===== src/hdl/tdi_cell.sv =====
module tdi_cell (
  input  logic        clk,
  input  logic        shift_en,
  input  logic [23:0] pix_in,
  output logic [23:0] pix_out
);
  logic [23:0] pix_r;

  always_ff @(posedge clk) begin
    if (shift_en) begin
      pix_r <= pix_in;
    end
  end

  assign pix_out = pix_r;
endmodule


===== config.mk =====
export PLATFORM = sky130hd
export DESIGN_NAME = tdi_cell
export DESIGN_NICKNAME = d
export VERILOG_FILES = /design/src/hdl/tdi_cell.sv
export SDC_FILE = /design/constraint.sdc
export NUM_CORES = 1
export LEC_CHECK = 0
export ABC_AREA = 1
export BUFFER_PORTS_ARGS = -buffer_cell sky130_fd_sc_hd__clkbuf_2
export CAP_MARGIN = 20
export CORE_UTILIZATION = 37
export CTS_BUF_LIST = sky130_fd_sc_hd__clkbuf_8
export DETAILED_ROUTE_END_ITERATION = 7
export PLACE_DENSITY = 0.74
export SLEW_MARGIN = 0
export SYNTH_ARGS = -nofsm -noshare
export SYNTH_HDL_FRONTEND = slang
export SYNTH_SLANG_ARGS = --single-unit

===== constraint.sdc =====
create_clock -name clk -period 0.8 [get_ports clk]
set_input_delay 0 -clock clk [delete_from_list [all_inputs] [get_ports clk]]
set_output_delay 0 -clock clk [all_outputs]
set_load 0.05 [all_outputs]

==> metrics.yaml <==
sta:
  setup_viol: 24
  fmax_mhz: 1090
  maxSlewHeadroom: 0.887
  grt_setup_unrepaired: "true"
  timing.final.ws_setup_ns: -0.114
  slew_viol_final: 0
  timing.hold.ws_ns: 0.148
  layout_worst_path_cycle_share: 1.14
  timing_worst_slew_pin_value_ns: 0.171
  period_minus_slack_ns: 0.914
  timing_hold_violations_final: 0
run:
  timing.max_cap.violations: 0
global_routing:
  grt_start_max_net_pins: 14
  number_of_global_route_vias_before_repair: 555
  global_route_wire_length_before_repair_um: 2620
  grt-ovfl-total: 0
  groute.usage.overall: 0.195
  antenna_found_initial: 0
final_layout:
  ff_latch_area_um2: 721
  antenna_cells_inserted: 0
  most_common_cell_after_layout_fill_and_taps_aside: "sky130_fd_sc_hd__clkbuf_2"
  stdcell_count: 128
  multi_input_area_um2: 0
  comb.multi_input.count: 0
  layout_common_cells: "25 x sky130_fd_sc_hd__clkbuf_2, 24 x sky130_fd_sc_hd__dlygate4sd3_1, 24 x sky130_fd_sc_hd__edfxtp_1, 16 x sky130_fd_sc_hd__clkbuf_8, 11 x sky130_fd_sc_hd__buf_8"
  max_ffs_per_register: 24
  syn_to_final_growth_pct: 115
  num-fill-cells: 78
  layout.core_utilization: 0.867
  layout-drive-gt1-share: 0.524
  finish.net_count: 130
place:
  io_port_bufs: 49
  placement.setup.worst_slack_ns: 0.184
  placed_cells: 100
  gp_congestion: 0.578
power:
  leakage_nw: 0.656
  irDropWorstVdd_mv: 2.65
  power.density_nw_per_um2: 2000
  totalPowerFinal_w: 0.00309
cts:
  post_cts_setup_repair_buffer_count: 0
  cts_tree: "yes"
  clock_tree.htree_level_count: 1
  path_clk_slew_ns: 0.08
  cts-buffers-inserted: 3
  cts-root-to-sink-buffers: 2
  master_cell_of_the_clock_root_buffer: "sky130_fd_sc_hd__clkbuf_8"
  tritoncts_num_sinks: 24
setup_path:
  crit_path_start_kind: "register"
  timing.critical_path.slowest_cell_delay_ns: 0.46
  arrival_ns: 0.91
  criticalPathCategory: "register to primary output"
  crit_fanout: 1
  worst_path_max_delay_cell: "sky130_fd_sc_hd__edfxtp_1"
  crit_path_end_kind: "primary output"
  crit_required_ns: 0.80
  critical_path_buf_inv_count: 1
  crit_path_cell_trace: "buf_8"
  cpLargestDelayFamily: "flip-flops"
yosys:
  ys_types: 1
  synth_xor_xnor_area_share: 0
  syn-cell-area_um2: 721
  synth.yosys.seq_area_share: 1.00
  post_synth_and_or_nand_nor_area_fraction: 0
  synth_compound_area_frac: 0
  syn-instance-count: 24
  flip_flop_and_latch_count_after_synthesis: 24
  synthAdderAreaFrac: 0
  synth.avg_cell_area_um2: 30.0
  yosysWarnings: 0
  synthMuxAreaShare: 0
  synth_fp_nets: 50
drt:
  wire_per_inst_um: 19.5
  routed_wire_length_um: 2500
  drt_pass1_iterations: 4
  route.detailed.drc: 0
  avgViaCountPerCell: 4.60
  drtIter0Drc: 4
  routed-via-count: 589
  route.antenna.remaining_nets: 0
run_status:
  status: "finished with violations"
  violated_checks: "negative setup slack"
floorplan:
  coreArea_um2: 1780
  initial_core_util: 0.404
  die_x_um: 46.1
  design.portCount: 50
  die_height_um: 46.1
  placementRows: 15
  die-area_um2: 2130
hold_path:
  hold_path_class: "primary input to register"
==> cell type report <==
cell class,count,area share
timing repair buffer,75,0.485
sequential,24,0.466
clock buffer,3,0.0267
tap,25,0.0202
clock inverter,1,0.00243
==> report_power, final <==
part / switching (W) / leakage [nW] / internal (W)
Sequential: 0.0000624 / 0.235 / 0.00150
Combinational: 0.000459 / 0.398 / 0.000362
Clock: 0.000366 / 0.0231 / 0.000342
Total: 0.000887 / 0.656 / 0.00220
==> routing by layer <==
layer	up-vias	global-route usage	routed length, um
met5	-	0	0
met4	0	0.129	102
met3	12	0.0588	156
met2	35	0.346	1380
met1	287	0.193	862
li1	255	-	-
==> cell usage after synthesis <==
| master | n | area [um^2] |
|---|---|---|
| sky130_fd_sc_hd__edfxtp_1 | 24 | 721 |
==> logic make-up (layout without fill, tap and decap cells) <==
kind of cell	after synthesis	after routing
DFF	24	24
buffers and inverters	0	79
==> stage by stage <==
step / area [um^2] / TNS [ns]
2_1_floorplan: 721 / 0
3_3_place_gp: 1040 / 0
3_5_place_dp: 1040 / 0
4_1_cts: 1530 / -0.688
5_1_grt: 1550 / -1.69
6_report: 1550 / -1.25
==> repair_timing <==
item	CTS	global route
gates resized for setup	48	11
pin swaps	0	0
hold endpoints to repair	24	0
endpoints found under the setup margin	24	24
hold buffers	24	0
==> final timing paths <==
kind                       to  depth (start not counted)   startpoint  slack [ns]
setup / recovery  pix_out[17]                          1  pix_out[17]       -0.11
hold / removal    pix_out[21]                          2     shift_en        0.15
Note: power is estimated with default switching activity, not from simulation.
